<file path="config.mk">
export PLATFORM = sky130hd
export DESIGN_NAME = mpb_geom
export DESIGN_NICKNAME = d
export VERILOG_FILES = /design/src/sv/mpb_pkg.sv /design/src/sv/mpb_geom.sv
export SDC_FILE = /design/constraint.sdc
export NUM_CORES = 1
export LEC_CHECK = 0
export BUFFER_PORTS_ARGS = -buffer_cell sky130_fd_sc_hd__clkbuf_2
export CORE_ASPECT_RATIO = 0.6
export CORE_MARGIN = 3
export CORE_UTILIZATION = 30
export CTS_BUF_LIST = sky130_fd_sc_hd__clkbuf_16
export DETAILED_ROUTE_END_ITERATION = 12
export PLACE_DENSITY = 0.46
export SYNTH_ARGS = -nofsm -noshare
export SYNTH_HDL_FRONTEND = slang
export SYNTH_SLANG_ARGS = --single-unit
</file>
<file path="constraint.sdc">
create_clock -name clk_i -period 6.4 [get_ports clk_i]
set_input_delay 0.32 -clock clk_i [delete_from_list [all_inputs] [get_ports clk_i]]
set_output_delay 0.32 -clock clk_i [all_outputs]
set_load 0.05 [all_outputs]
</file>
<file path="src/sv/mpb_pkg.sv">
// ----------------------------------------------------------------------------
// mpb_pkg
// Shared widths, codes and types for the max pooling / argmax backprop core.
// ----------------------------------------------------------------------------
`default_nettype none

package mpb_pkg;

  localparam int unsigned MAX_ELEMENTS = 4096;
  localparam int unsigned ADDR_W       = $clog2(MAX_ELEMENTS);
  localparam int unsigned LIMIT_W      = ADDR_W + 1;
  localparam int unsigned VALUE_W      = 16;
  localparam int unsigned GRAD_W       = 20;
  localparam int unsigned MAX_WINDOW   = 8;
  localparam int unsigned DIM_W        = 7;
  localparam int unsigned CNT_W        = 6;
  localparam int unsigned WIN_W        = 4;
  localparam int unsigned SIZE_W       = 19;
  localparam int unsigned CFG_IDX_W    = 3;
  localparam int unsigned CFG_DATA_W   = 8;

  typedef enum logic [1:0] {
    ACT_FEATURE = 2'd0,
    ACT_GRAD    = 2'd1,
    ACT_READ    = 2'd2
  } action_e;

  typedef enum logic [CFG_IDX_W-1:0] {
    CFG_CHAN   = 3'd0,
    CFG_HEIGHT = 3'd1,
    CFG_WIDTH  = 3'd2,
    CFG_WIN    = 3'd3,
    CFG_STEP   = 3'd4
  } cfg_index_e;

  localparam logic KIND_POOL  = 1'b0;
  localparam logic KIND_READ  = 1'b1;
  localparam logic STAT_OK    = 1'b0;
  localparam logic STAT_RANGE = 1'b1;

  typedef struct packed {
    logic [DIM_W-1:0] chan;
    logic [DIM_W-1:0] height;
    logic [DIM_W-1:0] width;
    logic [WIN_W-1:0] win;
    logic [WIN_W-1:0] step;
  } mpb_cfg_t;

  typedef struct packed {
    logic                busy;
    logic [SIZE_W-1:0]   sample_size;
    logic [LIMIT_W-1:0]  out_limit;
    logic [ADDR_W-1:0]   scan_back;
  } mpb_geom_t;

endpackage

`default_nettype wire

</file>
<file path="src/sv/mpb_geom.sv">
// ----------------------------------------------------------------------------
// mpb_geom
// Configuration registers and derived pooling geometry (output sizes, sample
// size, gradient wrap limit, window scan offset), recomputed after reset and
// after every register write.
// ----------------------------------------------------------------------------
`default_nettype none

module mpb_geom
  import mpb_pkg::*;
(
  input  logic                  clk_i,
  input  logic                  rst_ni,
  input  logic                  cfg_valid_i,
  input  logic [CFG_IDX_W-1:0]  cfg_index_i,
  input  logic [CFG_DATA_W-1:0] cfg_wdata_i,
  output mpb_cfg_t              cfg_o,
  output mpb_geom_t             geom_o,
  output logic                  cfg_clr_o
);

  localparam logic [2:0] DM_IDLE  = 3'd0;
  localparam logic [2:0] DM_START = 3'd1;
  localparam logic [2:0] DM_ITER  = 3'd2;
  localparam logic [2:0] DM_MUL1  = 3'd3;
  localparam logic [2:0] DM_MUL2  = 3'd4;

  localparam int unsigned WIN_MAX = (MAX_WINDOW < 8) ? MAX_WINDOW : 8;

  function automatic logic [CFG_DATA_W-1:0] clamp(input logic [CFG_DATA_W-1:0] v,
                                                  input logic [CFG_DATA_W-1:0] lo,
                                                  input logic [CFG_DATA_W-1:0] hi);
    logic [CFG_DATA_W-1:0] r;
    r = v;
    if (v < lo) r = lo;
    else if (v > hi) r = hi;
    return r;
  endfunction

  mpb_cfg_t             cfg_q;
  logic [2:0]           dm_q, dm_d;
  logic                 cfg_we;
  logic                 h_go, w_go;
  logic [DIM_W-1:0]     hpos_q, wpos_q, hcnt_q, wcnt_q;
  logic [LIMIT_W-1:0]   hw_q, howo_q, limit_q;
  logic [ADDR_W-1:0]    back_q;
  logic [SIZE_W-1:0]    size_q, tot;

  assign cfg_we    = cfg_valid_i && (cfg_index_i <= CFG_STEP);
  assign cfg_clr_o = cfg_we;
  assign cfg_o     = cfg_q;

  assign h_go = hpos_q < cfg_q.height;
  assign w_go = wpos_q < cfg_q.width;
  assign tot  = SIZE_W'(cfg_q.chan) * SIZE_W'(howo_q);

  always_ff @(posedge clk_i or negedge rst_ni) begin
    if (!rst_ni) begin
      cfg_q.chan   <= DIM_W'(1);
      cfg_q.height <= DIM_W'(28);
      cfg_q.width  <= DIM_W'(28);
      cfg_q.win    <= WIN_W'(2);
      cfg_q.step   <= WIN_W'(2);
    end else if (cfg_valid_i) begin
      unique case (cfg_index_i)
        CFG_CHAN:   cfg_q.chan   <= DIM_W'(clamp(cfg_wdata_i, CFG_DATA_W'(1), CFG_DATA_W'(64)));
        CFG_HEIGHT: cfg_q.height <= DIM_W'(clamp(cfg_wdata_i, CFG_DATA_W'(1), CFG_DATA_W'(64)));
        CFG_WIDTH:  cfg_q.width  <= DIM_W'(clamp(cfg_wdata_i, CFG_DATA_W'(1), CFG_DATA_W'(64)));
        CFG_WIN:    cfg_q.win    <= WIN_W'(clamp(cfg_wdata_i, CFG_DATA_W'(1),
                                                 CFG_DATA_W'(WIN_MAX)));
        CFG_STEP:   cfg_q.step   <= WIN_W'(clamp(cfg_wdata_i, CFG_DATA_W'(1), CFG_DATA_W'(8)));
        default: ;
      endcase
    end
  end

  always_comb begin
    dm_d = dm_q;
    unique case (dm_q)
      DM_IDLE:  dm_d = DM_IDLE;
      DM_START: dm_d = DM_ITER;
      DM_ITER:  if (!h_go && !w_go) dm_d = DM_MUL1;
      DM_MUL1:  dm_d = DM_MUL2;
      DM_MUL2:  dm_d = DM_IDLE;
      default:  dm_d = DM_START;
    endcase
    if (cfg_we) dm_d = DM_START;
  end

  always_ff @(posedge clk_i or negedge rst_ni) begin
    if (!rst_ni) begin
      dm_q <= DM_START;
    end else begin
      dm_q <= dm_d;
    end
  end

  // count window positions per dimension: start at win-1, step until past the edge
  always_ff @(posedge clk_i) begin
    unique case (dm_q)
      DM_START: begin
        hpos_q <= DIM_W'(cfg_q.win) - DIM_W'(1);
        wpos_q <= DIM_W'(cfg_q.win) - DIM_W'(1);
        hcnt_q <= '0;
        wcnt_q <= '0;
      end
      DM_ITER: begin
        if (h_go) begin
          hpos_q <= hpos_q + DIM_W'(cfg_q.step);
          hcnt_q <= hcnt_q + DIM_W'(1);
        end
        if (w_go) begin
          wpos_q <= wpos_q + DIM_W'(cfg_q.step);
          wcnt_q <= wcnt_q + DIM_W'(1);
        end
      end
      DM_MUL1: begin
        hw_q   <= LIMIT_W'(cfg_q.height) * LIMIT_W'(cfg_q.width);
        howo_q <= LIMIT_W'(hcnt_q) * LIMIT_W'(wcnt_q);
        back_q <= ADDR_W'(cfg_q.win - WIN_W'(1)) * (ADDR_W'(cfg_q.width) + ADDR_W'(1));
      end
      DM_MUL2: begin
        size_q  <= SIZE_W'(cfg_q.chan) * SIZE_W'(hw_q);
        limit_q <= (tot > SIZE_W'(MAX_ELEMENTS)) ? LIMIT_W'(MAX_ELEMENTS) : LIMIT_W'(tot);
      end
      default: ;
    endcase
  end

  assign geom_o.busy        = (dm_q != DM_IDLE);
  assign geom_o.sample_size = size_q;
  assign geom_o.out_limit   = limit_q;
  assign geom_o.scan_back   = back_q;

endmodule

`default_nettype wire

</file>
==> summary.txt, run 1 <==
Run status
  • Status: finished clean

Synth
  • Primary FF master, synth: edfxtp_1
  • Post-synthesis sequential area ratio: 24.9%
  • Syn Inst Count: 1555
  • Syn nets: 1921
  • Synthesized cell area: 0.0151 mm^2
  • Yosys warns: 0
  • Asr flop ratio synth: 24.6%
  • Flops & latches, synth: 130
  • Number of synthesized flops with an enable pin: 98
  • Avg Cell Area, Syn: 9.69 um^2
  • Synth cell types: 61

Worst setup path
  • Critical path, cell by cell: buf_4 -> nand2_1 -> fa_1 -> fa_1 -> fa_1 -> inv_1 -> fa_1 -> ha_1 -> a21o_1 -> or4_1 -> a31oi_1 -> o21a_1 -> o31a_2 -> o211ai_2 -> or4b_1
  • CP max FO: 18
  • Cell family with most CP delay: adder cells
  • Crit. End Element: register
  • Worst Setup Path Type: register to register
  • Most used cell, CP: fa_1
  • WP data required: 6.54 ns
  • CP startpoint kind: register
  • Crit path DAT: 5.99 ns
  • CP max-delay cell: or4b_1
  • WP buf/inv: 2
  • CP peak stage delay: 0.67 ns

Floorplan
  • Die X: 295 um
  • Overall die height: 180 um
  • Ports: 89
  • Die area: 0.0530 mm^2
  • Rows: 62
  • Core Footprint: 0.0487 mm^2
  • Initial Util: 30.9%

Route
  • Vias per cell: 4.67
  • DR iter-0 viols: 728
  • Final wirelength: 38.1 mm
  • Drt pass-1 iters: 5
  • DR DRC count: 0
  • Post-DRT Antenna Nets: 0
  • WL/cell: 16.7 um
  • Via count: 10700

Timing
  • Worst Skew: 0.0201 ns
  • RSZ-0062 raised after global routing: false
  • Relative max-transition margin: 37.4%
  • Final Critical Period: 5.85 ns
  • Number of setup violations in the final report: 0
  • Worst hold margin: 0.000528 ns
  • Final worst-path cycle share: 91.4%
  • Setup TNS: 0 ns
  • Max Fclk: 171 MHz
  • Pins Over Slew Limit: 0
  • Worst Tran Pin Value: 0.938 ns
  • Final-report hold violation count: 0

Worst hold path
  • Hold Path Class: input pin to async pin

Clock tree
  • CTS tree: yes
  • CTS hold repair buffers: 0
  • Post-CTS setup buffers: 0
  • CTS H-Tree Depth: 4
  • CTS clk-pin slew, worst paths: 0.07 ns
  • Inserted Clock Buffers: 17
  • Clk sinks: 130
  • Post_cts resized: 0
  • CTS max path bufs: 2
  • Worst-Skew Late Latency: 0.45 ns
  • Clock Tree Root: clkbuf_16

Global route
  • Antenna violations before repair: 4
  • Tot GR Track Use: 14.9%
  • Largest net degree at the start of global routing: 33
  • Vias in the first global route: 10800
  • First-pass GRT wire length: 61.7 mm
  • Gr ovfl total: 0

Pwr
  • Total power: 0.00635 W
  • Power per standard cell area: 377 mW/mm^2
  • P_leak: 8.11 nW
  • VDD IR max: 270 uV

Placed design
  • DP HPWL: 30.2 mm
  • Routability Congestion: 0.820
  • I/O Buffers: 88
  • Placed Instances: 2250

Cells and area
  • Layout area overhead: 11.8%
  • Antenna diode instance count: 0
  • Layout cell share with drive strength beyond 1: 10.4%
  • Fin nets: 1995
  • Finished Core Util: 34.6%
  • Non-filler cells, final: 2282

Run
  • Max cap viols: 0
## worst reg2reg max path: cells and delay by family (launching register included)
| family | cells | cell delay, ns |
|---|---|---|
| compound gates | 5 | 1.09 |
| fa+ha+maj | 5 | 2.35 |
| buf+inv | 2 | 0.38 |
| flops | 1 | 0.57 |
| simple gates | 3 | 1.16 |
## state kept, by name, summed over array words and instances (netlist names)
register,count
cfg_o,29
size_q,19
howo_q,13
hw_q,13
limit_q,13
back_q,12
hcnt_q,7
hpos_q,7
wcnt_q,7
wpos_q,7
dm_q,3
## cell type report
class,count,area [um^2]
inverter,220,826
clock buffer,17,425
tap,640,801
sequential,130,3760
fill,4971,31900
clock inverter,15,171
timing repair buffer,103,553
multi-input combinational,1157,10300
## per-stage QoR
step	area (um^2)	worst slack (ns)
6_report	16800	0.553
5_1_grt	16800	0.0703
3_5_place_dp	16200	0.553
2_1_floorplan	15100	0.367
3_3_place_gp	16200	0.643
4_1_cts	16800	0.502
## final timing paths
| kind | from | endpoint | slack [ns] | cells past startpoint |
|---|---|---|---|---|
| worst max-delay path | cfg_o[23] | limit_q[12] | 0.55 | 15 |
| worst min-delay path | rst_ni | dm_q[2] | 0.0005 | 1 |
| worst max register to register | cfg_o[23] | limit_q[12] | 0.55 | 15 |
| worst min register to register | cfg_o[5] | cfg_o[5] | 0.54 | 2 |
| max in group asynchronous | rst_ni | cfg_o[16] | 5.80 | 1 |
| min in group clk_i | cfg_wdata_i[4] | cfg_o[19] | 0.21 | 3 |
## report_power, final
part           internal (W)  leakage (nW)  switching [W]
logic               0.00150          6.52        0.00221
clock network      0.000586         0.292       0.000466
registers           0.00127          1.30       0.000317
total               0.00336          8.11        0.00299
## layout by cell type (no fill, tap or decap), types with 60 or more instances in the layout
master / count
and2_1: 128
clkbuf_2: 88
edfxtp_1: 98
fa_1: 173
ha_1: 179
inv_1: 220
nand2_1: 222
nor2_1: 62
o21ai_0: 60
xnor2_1: 69
## cell usage after synthesis, drive strengths merged, types with 7 or more instances
master    n  area [um^2]
nor2b    16          103
o21bai   13          109
o21a      7         52.6
inv     220          826
nand2   222          833
o21ai    60          300
dfrtp    22          551
ha      179         2240
and2    129          810
nand2b   12         75.1
edfxtp   98         2940
a21o     25          188
nor2     66          255
fa      173         3460
nand3    16         80.1
and3      8         50.1
xnor2    69          604
xor2     29          254
a21oi    53          265
dfstp    10          263
clkbuf   46          173
nor3     16         80.1
## layer usage
metal / GRT usage [%] / vias up / share of wire, %
met5: 0 / - / 0
met4: 2.26 / 0 / 0.53
met1: 23.8 / 5270 / 54
met2: 20.7 / 196 / 40
li1: - / 5172 / -
met3: 3.05 / 14 / 5.1
## cell families (layout without fill, tap and decap cells)
kind of cell,Yosys count,in the layout,synth area share [%]
multiplexers,4,4,0.291
AO/OA/AOI/OAI,190,190,7.90
buffers and inverters,268,355,6.75
AND/OR/NAND/NOR,513,513,16.6
adder cells (fa/ha/maj),352,352,37.9
XOR/XNOR,98,98,5.70
flip-flops,130,130,24.9
No activity file was read; power rests on OpenSTA's default activity.
==> inputs of run 2 (changes only) <==
- CORE_UTILIZATION: 30 -> 60
- PLACE_DENSITY: 0.46 -> 0.8
==> summary.txt, run 2 (synthesis gave the netlist of run 1 again) <==
Floorplan
  • Die area: 0.0271 mm^2 (-49%)
  • Die X: 211 um (-29%)
  • Ports: 89 (unchanged)
  • Core Footprint: 0.0244 mm^2 (-50%)
  • Initial Util: 61.6% (+31 points)
  • Overall die height: 129 um (-28%)
  • Rows: 44 (-29%)

Worst hold path
  • Min-delay src: cfg_wdata_i[3]
  • Hold Path Class: input pin to register
  • Worst hold path stage count: 3
  • WHS Endpoint: cfg_o[18]

Worst setup path
  • Worst R2R End: limit_q[12]
  • CP startpoint kind: register
  • Crit. End Element: register
  • Critical path origin: cfg_o[27]
  • Worst Setup Path Type: register to register
  • Reg2reg start: cfg_o[27]
  • Crit path DAT: 5.95 ns (-0.04 ns)
  • WP data required: 6.53 ns (about the same)
  • Flop-to-flop setup slack: 0.58 ns (+0.02 ns)
  • Worst-case reg-to-reg path depth: 16 (+1)
  • CP max FO: 17 (-1)

Route
  • DR DRC count: 0 (unchanged)
  • Via count: 11100 (+4.2%)
  • Final wirelength: 34.3 mm (-10%)
  • Post-DRT Antenna Nets: 0 (unchanged)
  • Vias per cell: 5.66 (+21%)
  • DR iter-0 viols: 895 (+23%)
  • WL/cell: 17.5 um (+4.6%)
  • Drt pass-1 iters: 6 (+1)

Global route
  • Tot GR Track Use: 26.7% (+12 points)
  • Antenna violations before repair: 1 (-3)
  • Gr ovfl total: 0 (unchanged)
  • First-pass GRT wire length: 57.0 mm (-7.6%)
  • Largest net degree at the start of global routing: 33 (unchanged)
  • Vias in the first global route: 11200 (+3.8%)

Cells and area
  • Most common cell after layout, fill and taps aside: nand2_1
  • Layout cell share with drive strength beyond 1: 10.1% (-0.36 points)
  • Layout area overhead: 8.85%
  • Commonest cells after routing, fill and taps aside: 222 x nand2_1, 221 x inv_1, 179 x ha_1
  • Non-filler cells, final: 1963 (-14%)
  • Antenna diode instance count: 0 (unchanged)
  • Largest register FFs: 29 (unchanged)
  • Fin nets: 1994 (-0.050%)
  • Filler Cells Inserted: 1906 (-62%)

Pwr
  • Total power: 0.00628 W (-1.0%)
  • Power per standard cell area: 383 mW/mm^2 (+1.6%)
  • VDD IR max: 291 uV (+7.8%)
  • P_leak: 8.08 nW (-0.37%)

Timing
  • Final-report hold violation count: 0 (unchanged)
  • Final Critical Period: 5.82 ns (-0.0240 ns)
  • Max Fclk: 172 MHz (+0.41%)
  • Worst Tran Pin Value: 0.925 ns (-0.0138 ns)
  • Final worst-path cycle share: 91.0% (-0.37 points)
  • RSZ-0062 raised after global routing: false
  • Number of setup violations in the final report: 0 (unchanged)
  • Relative max-transition margin: 38.4% (+0.92 points)
  • Worst Skew: 0.00875 ns (-0.0113 ns)
  • Setup WS post-layout: 0.577 ns (+0.0240 ns)
  • Setup TNS: 0 ns (unchanged)
  • Pins Over Slew Limit: 0 (unchanged)

Clock tree
  • CTS clk-pin slew, worst paths: 0.06 ns (about the same)
  • Clk sinks: 130 (unchanged)
  • CTS max path bufs: 2 (unchanged)
  • CTS H-Tree Depth: 4 (unchanged)
  • Inserted Clock Buffers: 17 (unchanged)
  • CTS tree: yes
  • Worst-Skew Late Latency: 0.44 ns (about the same)
  • CTS hold repair buffers: 1 (+1)
  • Post_cts resized: 0 (unchanged)
  • Clock Tree Root: clkbuf_16
  • Post-CTS setup buffers: 0 (unchanged)

Placed design
  • Setup WS pre-CTS: 0.588 ns (+0.0358 ns)
  • I/O Buffers: 88 (unchanged)
  • Placed Instances: 1930 (-14%)
  • DP HPWL: 26.7 mm (-12%)
  • Routability Congestion: 0.931 (+14%)

Run
  • Max cap viols: 0 (unchanged)

Run status
  • Status: finished clean
## run 2: routing by layer
layer,global-route usage [%],up-vias,part of all wire [%]
met2,41.6,410,45
met1,38.2,5474,46
met3,6.87,38,8.0
met5,0,-,0
li1,-,5180,-
met4,6.18,0,1.3
## run 2: power by group
part | internal [W] | switching [W]
clock network | 0.000537 | 0.000419
registers | 0.00127 | 0.000300
logic | 0.00151 | 0.00224
total | 0.00332 | 0.00296
## run 2: critical path, cell delays in order, from the launching register on
cell	delay [ns]
dfrtp_1	0.68
nand2_1	0.15
fa_1	0.51
fa_1	0.54
inv_1	0.05
fa_1	0.53
inv_1	0.05
fa_1	0.52
inv_1	0.04
ha_1	0.25
or4_4	0.54
o21bai_4	0.20
a31o_2	0.28
o21ai_0	0.20
xnor2_1	0.14
o21ai_0	0.15
or4b_1	0.67
## run 2: area by class of cell
type                            instances  area [um^2]  area share, %
Tap cell                              322          403           2.46
Inverter                              220          826           5.04
Sequential cell                       130         3760           22.9
Clock inverter                         15          136          0.832
Timing Repair Buffer                  102          548           3.34
Multi-Input combinational cell       1157        10300           62.8
Clock buffer                           17          425           2.59
## run 2: how the worst max path moves through the flow
stage / to / slack, ns
after floorplan: limit_q[12] / 0.37
after global placement: limit_q[12] / 0.69
after detailed placement: limit_q[12] / 0.59
after CTS: limit_q[5] / 0.55
after global routing: limit_q[5] / 0.23
final: limit_q[12] / 0.58
## run 2: stage by stage
step	hold WS [ns]	cell area, um^2	utilization (%)
floorplan	0.0244	15100	-
global placement	0.464	15800	64.8
detailed placement	0.493	15800	64.8
CTS	0.140	16400	67.1
global route	0.172	16400	67.1
finish	0.163	16400	67.1
